--- src/design/swmf_pkg.sv ---
`timescale 1ns / 1ps
`default_nettype none

package swmf_pkg;

	localparam int WINDOW_DEF = 15;
	localparam int DATA_W     = 16;
	localparam int CNT_OUT_W  = 4;
	localparam int COUNT_MAX  = 15;
	localparam int IN_TDATA_W = 16;
	localparam int OUT_TDATA_W = 24;

	// per-cycle command broadcast to every cell of the chain
	typedef struct packed {
		logic load;   // write sample, copy home value into the ring
		logic scan;   // rotate ring, count matches against home value
		logic pick;   // shift ring and counts toward cell 0
	} cell_ctrl_t;

endpackage

`default_nettype wire

--- src/design/swmf_cell.sv ---
`timescale 1ns / 1ps
`default_nettype none

module swmf_cell #(
	parameter int CW = 4
) (
	input  wire                           clk,
	input  wire swmf_pkg::cell_ctrl_t     ctrl,
	input  wire                           wr,
	input  wire [swmf_pkg::DATA_W-1:0]    sample,
	input  wire [swmf_pkg::DATA_W-1:0]    nxt_r,
	input  wire [CW-1:0]                  nxt_c,
	output logic [swmf_pkg::DATA_W-1:0]   r,
	output logic [CW-1:0]                 c
);

	logic [swmf_pkg::DATA_W-1:0] h_q;
	logic [swmf_pkg::DATA_W-1:0] r_q;
	logic [CW-1:0]               c_q;
	logic [swmf_pkg::DATA_W-1:0] h_new;

	assign h_new = wr ? sample : h_q;

	always_ff @(posedge clk) begin
		if (ctrl.load) begin
			h_q <= h_new;
			r_q <= h_new;
			c_q <= '0;
		end else if (ctrl.scan) begin
			r_q <= nxt_r;
			if (r_q == h_q) begin
				c_q <= c_q + CW'(1);
			end
		end else if (ctrl.pick) begin
			r_q <= nxt_r;
			c_q <= nxt_c;
		end
	end

	assign r = r_q;
	assign c = c_q;

endmodule

`default_nettype wire

--- src/design/sliding_window_mode_filter.sv ---
`timescale 1ns / 1ps
`default_nettype none

// Channel | Dir | Signals                  | Payload
// s_axis  | in  | s_tvalid/s_tready/s_tdata| speed_sample
// m_axis  | out | m_tvalid/m_tready/m_tdata| mode_speed, mode_count
//
// Per sample: a full ring rotation in the cell chain (ST_SCAN) builds every slot's
// match count, a shift pass (ST_PICK) moves the counts out past the running
// winner, and a final step (ST_DONE) loads the output register.
// arst_n clears control state; the first sample after reset fills every slot.
// A result waiting on m_tready holds only the final step; the next sample is
// taken as soon as the previous result sits in the output register.

module sliding_window_mode_filter #(
	parameter int WINDOW = swmf_pkg::WINDOW_DEF
) (
	input  wire                                clk,
	input  wire                                arst_n,
	input  wire                                s_tvalid,
	output logic                               s_tready,
	input  wire [swmf_pkg::IN_TDATA_W-1:0]     s_tdata,  // [15:0] speed_sample
	output logic                               m_tvalid,
	input  wire                                m_tready,
	output logic [swmf_pkg::OUT_TDATA_W-1:0]   m_tdata   // [15:0] mode_speed, [19:16] mode_count
);

	localparam int CW = $clog2(WINDOW + 1);
	localparam int PW = $clog2(WINDOW);

	typedef enum logic [3:0] {
		ST_IDLE = 4'b0001,
		ST_SCAN = 4'b0010,
		ST_PICK = 4'b0100,
		ST_DONE = 4'b1000
	} state_t;

	state_t                         state_q;
	logic [PW-1:0]                  phase_q;
	logic [PW-1:0]                  wslot_q;
	logic                           primed_q;
	logic [swmf_pkg::DATA_W-1:0]    best_val_q;
	logic [CW-1:0]                  best_cnt_q;
	logic                           out_valid_q;
	logic [swmf_pkg::DATA_W-1:0]    out_speed_q;
	logic [swmf_pkg::CNT_OUT_W-1:0] out_count_q;

	swmf_pkg::cell_ctrl_t           ctrl;
	logic                           accept;
	logic                           phase_last;
	logic                           out_load;
	logic [swmf_pkg::DATA_W-1:0]    r_chain [WINDOW];
	logic [CW-1:0]                  c_chain [WINDOW];
	logic [CW+3:0]                  best_wide;
	logic [swmf_pkg::CNT_OUT_W-1:0] count_sat;

	assign s_tready   = (state_q == ST_IDLE);
	assign accept     = s_tvalid && s_tready;
	assign phase_last = (phase_q == PW'(WINDOW - 1));
	assign out_load   = (state_q == ST_DONE) && (!out_valid_q || m_tready);

	assign ctrl.load = accept;
	assign ctrl.scan = (state_q == ST_SCAN);
	assign ctrl.pick = (state_q == ST_PICK);

	for (genvar i = 0; i < WINDOW; i++) begin : g_cell
		swmf_cell #(.CW(CW)) u_cell (
			.clk    (clk),
			.ctrl   (ctrl),
			.wr     (!primed_q || (wslot_q == PW'(i))),
			.sample (s_tdata[swmf_pkg::DATA_W-1:0]),
			.nxt_r  (r_chain[(i + 1) % WINDOW]),
			.nxt_c  (c_chain[(i + 1) % WINDOW]),
			.r      (r_chain[i]),
			.c      (c_chain[i])
		);
	end

	always_ff @(posedge clk or negedge arst_n) begin
		if (!arst_n) begin
			state_q     <= ST_IDLE;
			phase_q     <= '0;
			wslot_q     <= '0;
			primed_q    <= 1'b0;
			out_valid_q <= 1'b0;
		end else begin
			if (out_load) begin
				out_valid_q <= 1'b1;
			end else if (m_tready) begin
				out_valid_q <= 1'b0;
			end
			unique case (state_q)
				ST_IDLE: begin
					if (accept) begin
						primed_q <= 1'b1;
						phase_q  <= '0;
						state_q  <= ST_SCAN;
						// first sample fills every slot, so the next write goes to slot 1
						if (!primed_q) begin
							wslot_q <= PW'(1);
						end else if (wslot_q == PW'(WINDOW - 1)) begin
							wslot_q <= '0;
						end else begin
							wslot_q <= wslot_q + PW'(1);
						end
					end
				end
				ST_SCAN: begin
					phase_q <= phase_last ? '0 : phase_q + PW'(1);
					if (phase_last) begin
						state_q <= ST_PICK;
					end
				end
				ST_PICK: begin
					phase_q <= phase_last ? '0 : phase_q + PW'(1);
					if (phase_last) begin
						state_q <= ST_DONE;
					end
				end
				ST_DONE: begin
					if (out_load) begin
						state_q <= ST_IDLE;
					end
				end
				default: state_q <= ST_IDLE;
			endcase
		end
	end

	// cell 0 presents the slots in physical order; only a strictly greater count wins
	always_ff @(posedge clk) begin
		if (accept) begin
			best_cnt_q <= '0;
			best_val_q <= '0;
		end else if (ctrl.pick && (c_chain[0] > best_cnt_q)) begin
			best_cnt_q <= c_chain[0];
			best_val_q <= r_chain[0];
		end
	end

	assign best_wide = {4'b0000, best_cnt_q};
	assign count_sat = (best_wide > (CW + 4)'(swmf_pkg::COUNT_MAX))
		? swmf_pkg::CNT_OUT_W'(swmf_pkg::COUNT_MAX)
		: best_wide[swmf_pkg::CNT_OUT_W-1:0];

	always_ff @(posedge clk) begin
		if (out_load) begin
			out_speed_q <= best_val_q;
			out_count_q <= count_sat;
		end
	end

	assign m_tvalid = out_valid_q;
	assign m_tdata  = {4'b0000, out_count_q, out_speed_q};

	a_accept_scan: assert property (@(posedge clk) disable iff (!arst_n)
		accept |=> (state_q == ST_SCAN) && primed_q)
		else $error("accepted sample did not start a scan");

	a_pick_done: assert property (@(posedge clk) disable iff (!arst_n)
		(state_q == ST_PICK) && phase_last |=> (state_q == ST_DONE))
		else $error("pick pass did not end after WINDOW cycles");

	a_count_nonzero: assert property (@(posedge clk) disable iff (!arst_n)
		out_load |=> (out_count_q != '0))
		else $error("mode count of zero reported");

	a_wslot_range: assert property (@(posedge clk) disable iff (!arst_n)
		primed_q |-> (wslot_q <= PW'(WINDOW - 1)))
		else $error("write slot out of window");

endmodule

`default_nettype wire
--- config.mk ---
export PLATFORM = sky130hd
export DESIGN_NAME = sliding_window_mode_filter
export DESIGN_NICKNAME = d
export VERILOG_FILES = /design/src/design/swmf_pkg.sv /design/src/design/swmf_cell.sv /design/src/design/sliding_window_mode_filter.sv
export SDC_FILE = /design/constraint.sdc
export NUM_CORES = 1
export LEC_CHECK = 0
export BUFFER_PORTS_ARGS = -buffer_cell sky130_fd_sc_hd__buf_2
export CORE_ASPECT_RATIO = 2
export CORE_UTILIZATION = 50
export CTS_CLUSTER_SIZE = 12
export DETAILED_ROUTE_END_ITERATION = 12
export PLACE_DENSITY_LB_ADDON = 0.2
export REMOVE_ABC_BUFFERS = 1
export SETUP_SLACK_MARGIN = 0.2
export SLEW_MARGIN = 10
export SYNTH_ARGS = -nofsm -noshare
export SYNTH_HDL_FRONTEND = slang
export SYNTH_SLANG_ARGS = --single-unit
--- constraint.sdc ---
create_clock -name clk -period 12.27 [get_ports clk]
set_clock_uncertainty 0.15 [all_clocks]
set_input_delay 1.227 -clock clk [delete_from_list [all_inputs] [get_ports clk]]
set_output_delay 1.227 -clock clk [all_outputs]
set_load 0.01 [all_outputs]
# --- After elaboration in Yosys (flattened, before gate mapping) ---
# Cells that the tools add are included.
totals:
  ff_bits: 594
  inputBits: 20
  out_inout_bits: 26
  elab_cells: 288
classes:
  addsub: 17
  order_cmp: 2
  eq_ne: 53
  muxes: 117
  n_reduce_logical: 45
op_table:
  columns: ["operator", "count"]
  rows:
  - ["16-bit 2-to-1 mux", 60]
  - ["16-bit equality test", 15]
  - ["4-bit 2-to-1 mux", 53]
  - ["4-bit by 1-bit adder with 4-bit output (second input constant)", 17]
  - ["4-bit equality test (second input constant)", 9]
  - ["2-bit by 1-bit != test with 1-bit output (second input constant)", 18]
  - ["2-bit AND reduction", 17]
  - ["4-bit by 3-bit equality test with 1-bit output (second input constant)", 5]
  - ["1-bit logical OR", 16]
  - ["4-bit one-hot mux with 4 select lines", 1]
  - ["4-bit by 2-bit equality test with 1-bit output (second input constant)", 3]
  - ["4-bit by 1-bit equality test with 1-bit output (second input constant)", 2]
  - ["4-bit one-hot mux with 2 select lines", 1]
  - ["2-bit nonzero test", 3]
  - ["4-bit > comparator", 1]
  - ["4-bit > comparator (second input constant)", 1]
  - ["4-bit zero test", 1]
  - ["4-bit AND reduction", 1]
  - ["1-bit logical AND", 3]
  - ["3-bit nonzero test", 1]
  - ["1-bit zero test", 2]
  - ["1-bit 2-to-1 mux", 2]
  - ["2-bit != test (second input constant)", 1]
  - ["2-bit OR reduction", 1]

# --- Depth between registers and ports, before layout ---
logic_depth:
  ltp_word: 5
  ltp_mapped: 9
  ltp_nobuf: 8

# --- By module ---
# From an unflattened synthesis, not the netlist that was laid out.
unflattened:
  hier_cells: 2571
  area_unflattened_um2: 29509.6
modules_own_cells:
  columns: ["mod", "n_inst", "cells_per_inst", "area_each_um2", "seq_area_each_um2"]
  rows:
  - ["swmf_cell", 15, 156, 1801.7, 1041.0]
  - ["sliding_window_mode_filter", 1, 231, 2483.6, 1352.5]

# --- Least setup slack after synthesis ---
# Ideal clock, no wire load.
synth_path:
  path_kind: "in2reg"
  startpoint: "input port s_tvalid"
  endpoint: "register g_cell[0].u_cell.h_q[0] (netlist name) (enable)"
  setup_time_ns: 0.698
  t_arrival_ns: 8.449
  t_required_ns: 11.422
  slack_ns: 2.973
  stages: 4
  n_path_buf: 2
  cell_sequence: "nand2_1 -> inv_2 -> clkbuf_1 -> clkbuf_1"
synth_between:
  elab_chain_cells: 1
synth_rtl:
  columns: ["element", "line", "rtl"]
  rows:
  - ["from (decl)", "sliding_window_mode_filter.sv:20", "input wire s_tvalid,"]
  - ["1-bit logical AND", "sliding_window_mode_filter.sv:58", "assign accept = s_tvalid && s_tready;"]
  - ["named net accept", "sliding_window_mode_filter.sv:49", "logic accept;"]
  - ["to (signal assigned)", "swmf_cell.sv:26", "h_q <= h_new;"]
  - ["to (decl)", "swmf_cell.sv:17", "logic [swmf_pkg::DATA_W-1:0] h_q;"]
# The timed path passes the listed nets, and every way through them passes these cells.
# A chain may end at the register's enable or synchronous reset.

# --- Worst setup path after layout ---
layout_path:
  startpoint: "register state_q[0]"
  endpoint: "register g_cell[8].u_cell.h_q[12] (netlist name) (enable)"
layout_between:
  elab_chain_cells: 2
layout_rtl:
  columns: ["element", "line", "rtl"]
  rows:
  - ["from (decl)", "sliding_window_mode_filter.sv:38", "state_t state_q;"]
  - ["from (signal assigned)", "sliding_window_mode_filter.sv:81", "state_q <= ST_IDLE;"]
  - ["from (signal assigned)", "sliding_window_mode_filter.sv:97", "state_q <= ST_SCAN;"]
  - ["from (signal assigned)", "sliding_window_mode_filter.sv:111", "state_q <= ST_PICK;"]
  - ["4-bit by 1-bit equality test with 1-bit output", "sliding_window_mode_filter.sv:57", "assign s_tready = (state_q == ST_IDLE);"]
  - ["1-bit logical AND", "sliding_window_mode_filter.sv:58", null]
  - ["to (signal assigned)", "swmf_cell.sv:26", null]
  - ["to (decl)", "swmf_cell.sv:17", null]
# No other way between the ends.

==> run_results.csv <==
group,metric,value,unit
critical_path,required,12.35,ns
critical_path,startpoint,"state_q[0]",
final_layout,nNetsFinal,2536,
yosys,synth_top_family_by_area,"simple AND/OR/NAND/NOR gates",
sta,tightest_slew,1.15,ns
critical_path,crit_family,"buffers and inverters",
route,firstDrtPassIters,5,
yosys,synthAdderAreaFrac,0.00920,
sta,rsz0062_at_grt,"no",
clocking,hold_buffers,0,
critical_path,crit_slowest_cell,"buf_4",
place,post-dp-hpwl,46100,µm
min_path,min_from,"best_val_q[6]",
die,initial_core_util,0.507,
route,ant_nets,0,
critical_path,end_kind,"flop",
yosys,synth-compound-area-share,0.0311,
sta,fmax,182,MHz
yosys,synthMuxAreaShare,0.114,
clocking,cts_resized,0,
die,rows,123,
route,drc,0,
global_route,grt_usage,0.247,
min_path,hp-class,"flop to flop",
sta,hold_viol_final,0,
die,die-area,0.0582,mm²
yosys,synth_ff_type,"edfxtp_1",
route,num_vias,18400,
sta,finalCriticalPeriod,5.50,ns
critical_path,critPathMaxStageDelay,0.97,ns
clocking,cts_tree,"built",
critical_path,start_kind,"flop",
yosys,yosysUniqueCellTypes,55,
yosys,postSynth.asyncResetShare,0.0236,
place,placed_cell_area,0.0294,mm²
yosys,synth_seq_area_share,0.594,
clocking,clock_latency,0.61,ns
pwr,p_leak,11.4,nW
yosys,netlist_area,0.0286,mm²
critical_path,cp_num_buf_inv,4,
die,coreArea,0.0563,mm²
clocking,post-cts-setup-buffers,0,
clocking,clock_sinks,594,
yosys,netlist_instances,2497,
die,die_w,171,µm
route,wl_per_cell,21.3,µm
critical_path,worstSetupPathType,"flop to flop",
sta,final.setup.tns,0,ns
job,maxCapViolCount,0,
yosys,synth-simple-area-share,0.154,
critical_path,cp_common_cell,"buf_4",
final_layout,finalInstanceArea,0.0310,mm²
status,outcome,"complete, no violations",
die,io_pins,46,
clocking,cts_made_buffers,57,
global_route,grt_pass1_wl,108000,µm
sta,holdWs,0.290,ns
critical_path,crit_arrival,5.58,ns
final_layout,drive_above_1_share,0.159,
route,routed_wl,69900,µm
place,gp_congestion,0.815,
final_layout,syn2layout_area_growth,8.54,%
critical_path,path_max_fanout,157,
pwr,vdd_drop_max,161,µV
critical_path,path_cells,"nor4b_1, nand2_4, inv_8, buf_4, buf_4, buf_4",
pwr,power,7.99,mW
yosys,synth_enable_flop_cells,500,
place,io_buffers,41,
sta,setup_viol,0,
clocking,clk_path_buf_depth,3,
clocking,htreeDepth,2,
clocking,clk_pin_slew,0.06,ns
sta,fin_crit_sh,0.448,
global_route,antenna_found_initial,5,
pwr,power.density,258,mW/mm²
die,die_h,340,µm
yosys,ys_warn_count,0,
clocking,ctsRootBufferMaster,"clkbuf_16",
critical_path,reg2reg_from,"state_q[0]",
global_route,grt_overflow,0,
yosys,ys_ff_latch,594,
route,dr.first_iter.drc_count,1534,
yosys,synth_area_per_cell,11.4,µm²
sta,finalMaxSlewViolations,0,
global_route,grt_max_degree,158,
final_layout,n_antenna_cell,0,
yosys,synth_xor_area_frac,0.0770,
global_route,grt_pass1_vias,18600,
sta,slew_headroom,0.236,
route,via_per_inst,5.62,
-- synthesized netlist by cell type (all sizes together), types with 21 or more instances --
master | n | area [µm²]
a31oi | 27 | 169
buf | 31 | 183
clkbuf | 99 | 373
dfxtp | 80 | 1600
edfxtp | 500 | 15000
ha | 21 | 263
mux2 | 242 | 2730
mux2i | 53 | 531
nand2 | 820 | 3080
nand3 | 78 | 390
nand4 | 42 | 263
nor2 | 46 | 175
o21ai | 39 | 214
xnor2 | 226 | 1980
xor2 | 25 | 219
-- placed cells by master (no fill, tap or decap), types with 3 or more instances in the layout --
cell type,instances
ha_1,21
buf_4,25
dfxtp_1,80
nor2_1,44
a31oi_1,27
o21ai_2,6
clkinv_1,4
o211ai_1,10
a22o_1,5
conb_1,4
nand2b_1,6
nand3_1,78
or4_1,4
o21ai_1,10
nand4_1,42
or2_2,12
nand2_1,818
a32oi_1,19
a21oi_1,18
nor3_1,7
clkbuf_16,58
nor4_1,16
mux2i_1,53
dfrtp_1,13
edfxtp_1,500
mux2_2,242
clkbuf_1,24
xor2_1,25
a2bb2oi_1,4
buf_2,41
o31a_1,3
or3_1,13
inv_1,10
o21ai_0,23
nor2b_1,5
xnor2_1,226
-- sequential cells by signal, summed over array words and instances, names as in the netlist --
signal and flops:
m_tvalid 1, g_cell.u_cell.c 60, state_q 4, out_speed_q 16
g_cell.u_cell.r 240, g_cell.u_cell.h_q 240, out_count_q 4, phase_q 4
best_val_q 16, wslot_q 4, best_cnt_q 4, primed_q 1
-- cell type report --
type	count	area, µm²
sequential	594	17000
fill	4899	25300
timing repair buffer	66	393
clock buffer	84	1570
inverter	12	60.1
tap	750	938
multi-input combinational	1764	11000
clock inverter	7	47.5
-- logic make-up after synthesis --
group,Yosys count
other,1
AO/OA/AOI/OAI,133
XOR/XNOR,251
AND/OR/NAND/NOR,1060
multiplexers,295
buffers and inverters,142
adder cells (fa/ha/maj),21
flip-flops,594
-- metal layers --
layer,vias up,track usage,routed length [µm]
met5,-,0,34
met4,4,0.126,3670
met3,155,0.0314,2970
met2,454,0.449,37800
met1,9096,0.277,25400
li1,8701,-,-
-- worst paths after layout --
path,end,slack (ns),depth (start not counted)
worst min-delay path,out_speed_q[6],0.29,0
worst min register to register,out_speed_q[6],0.29,0
worst max-delay path,g_cell[8].u_cell.h_q[12],6.77,6
min in group asynchronous,wslot_q[3],0.38,1
worst max register to register,g_cell[8].u_cell.h_q[12],6.77,6
max in group asynchronous,state_q[0],11.28,1
-- power breakdown --
group	switching, mW	leakage [nW]	internal, mW
registers	0.538	5.54	3.35
logic	1.55	5.07	0.944
clock network	0.740	0.775	0.873
-- stage by stage --
step / setup slack [ns] / util / instances
after floorplan: -6.35 / - / 2370
after global placement: 6.72 / 0.522 / 3186
after detailed placement: 6.60 / 0.522 / 3186
after CTS: 6.69 / 0.550 / 3277
after global routing: 6.30 / 0.550 / 3277
final: 6.77 / 0.550 / 3277
Note: power is estimated with default switching activity, not from simulation.
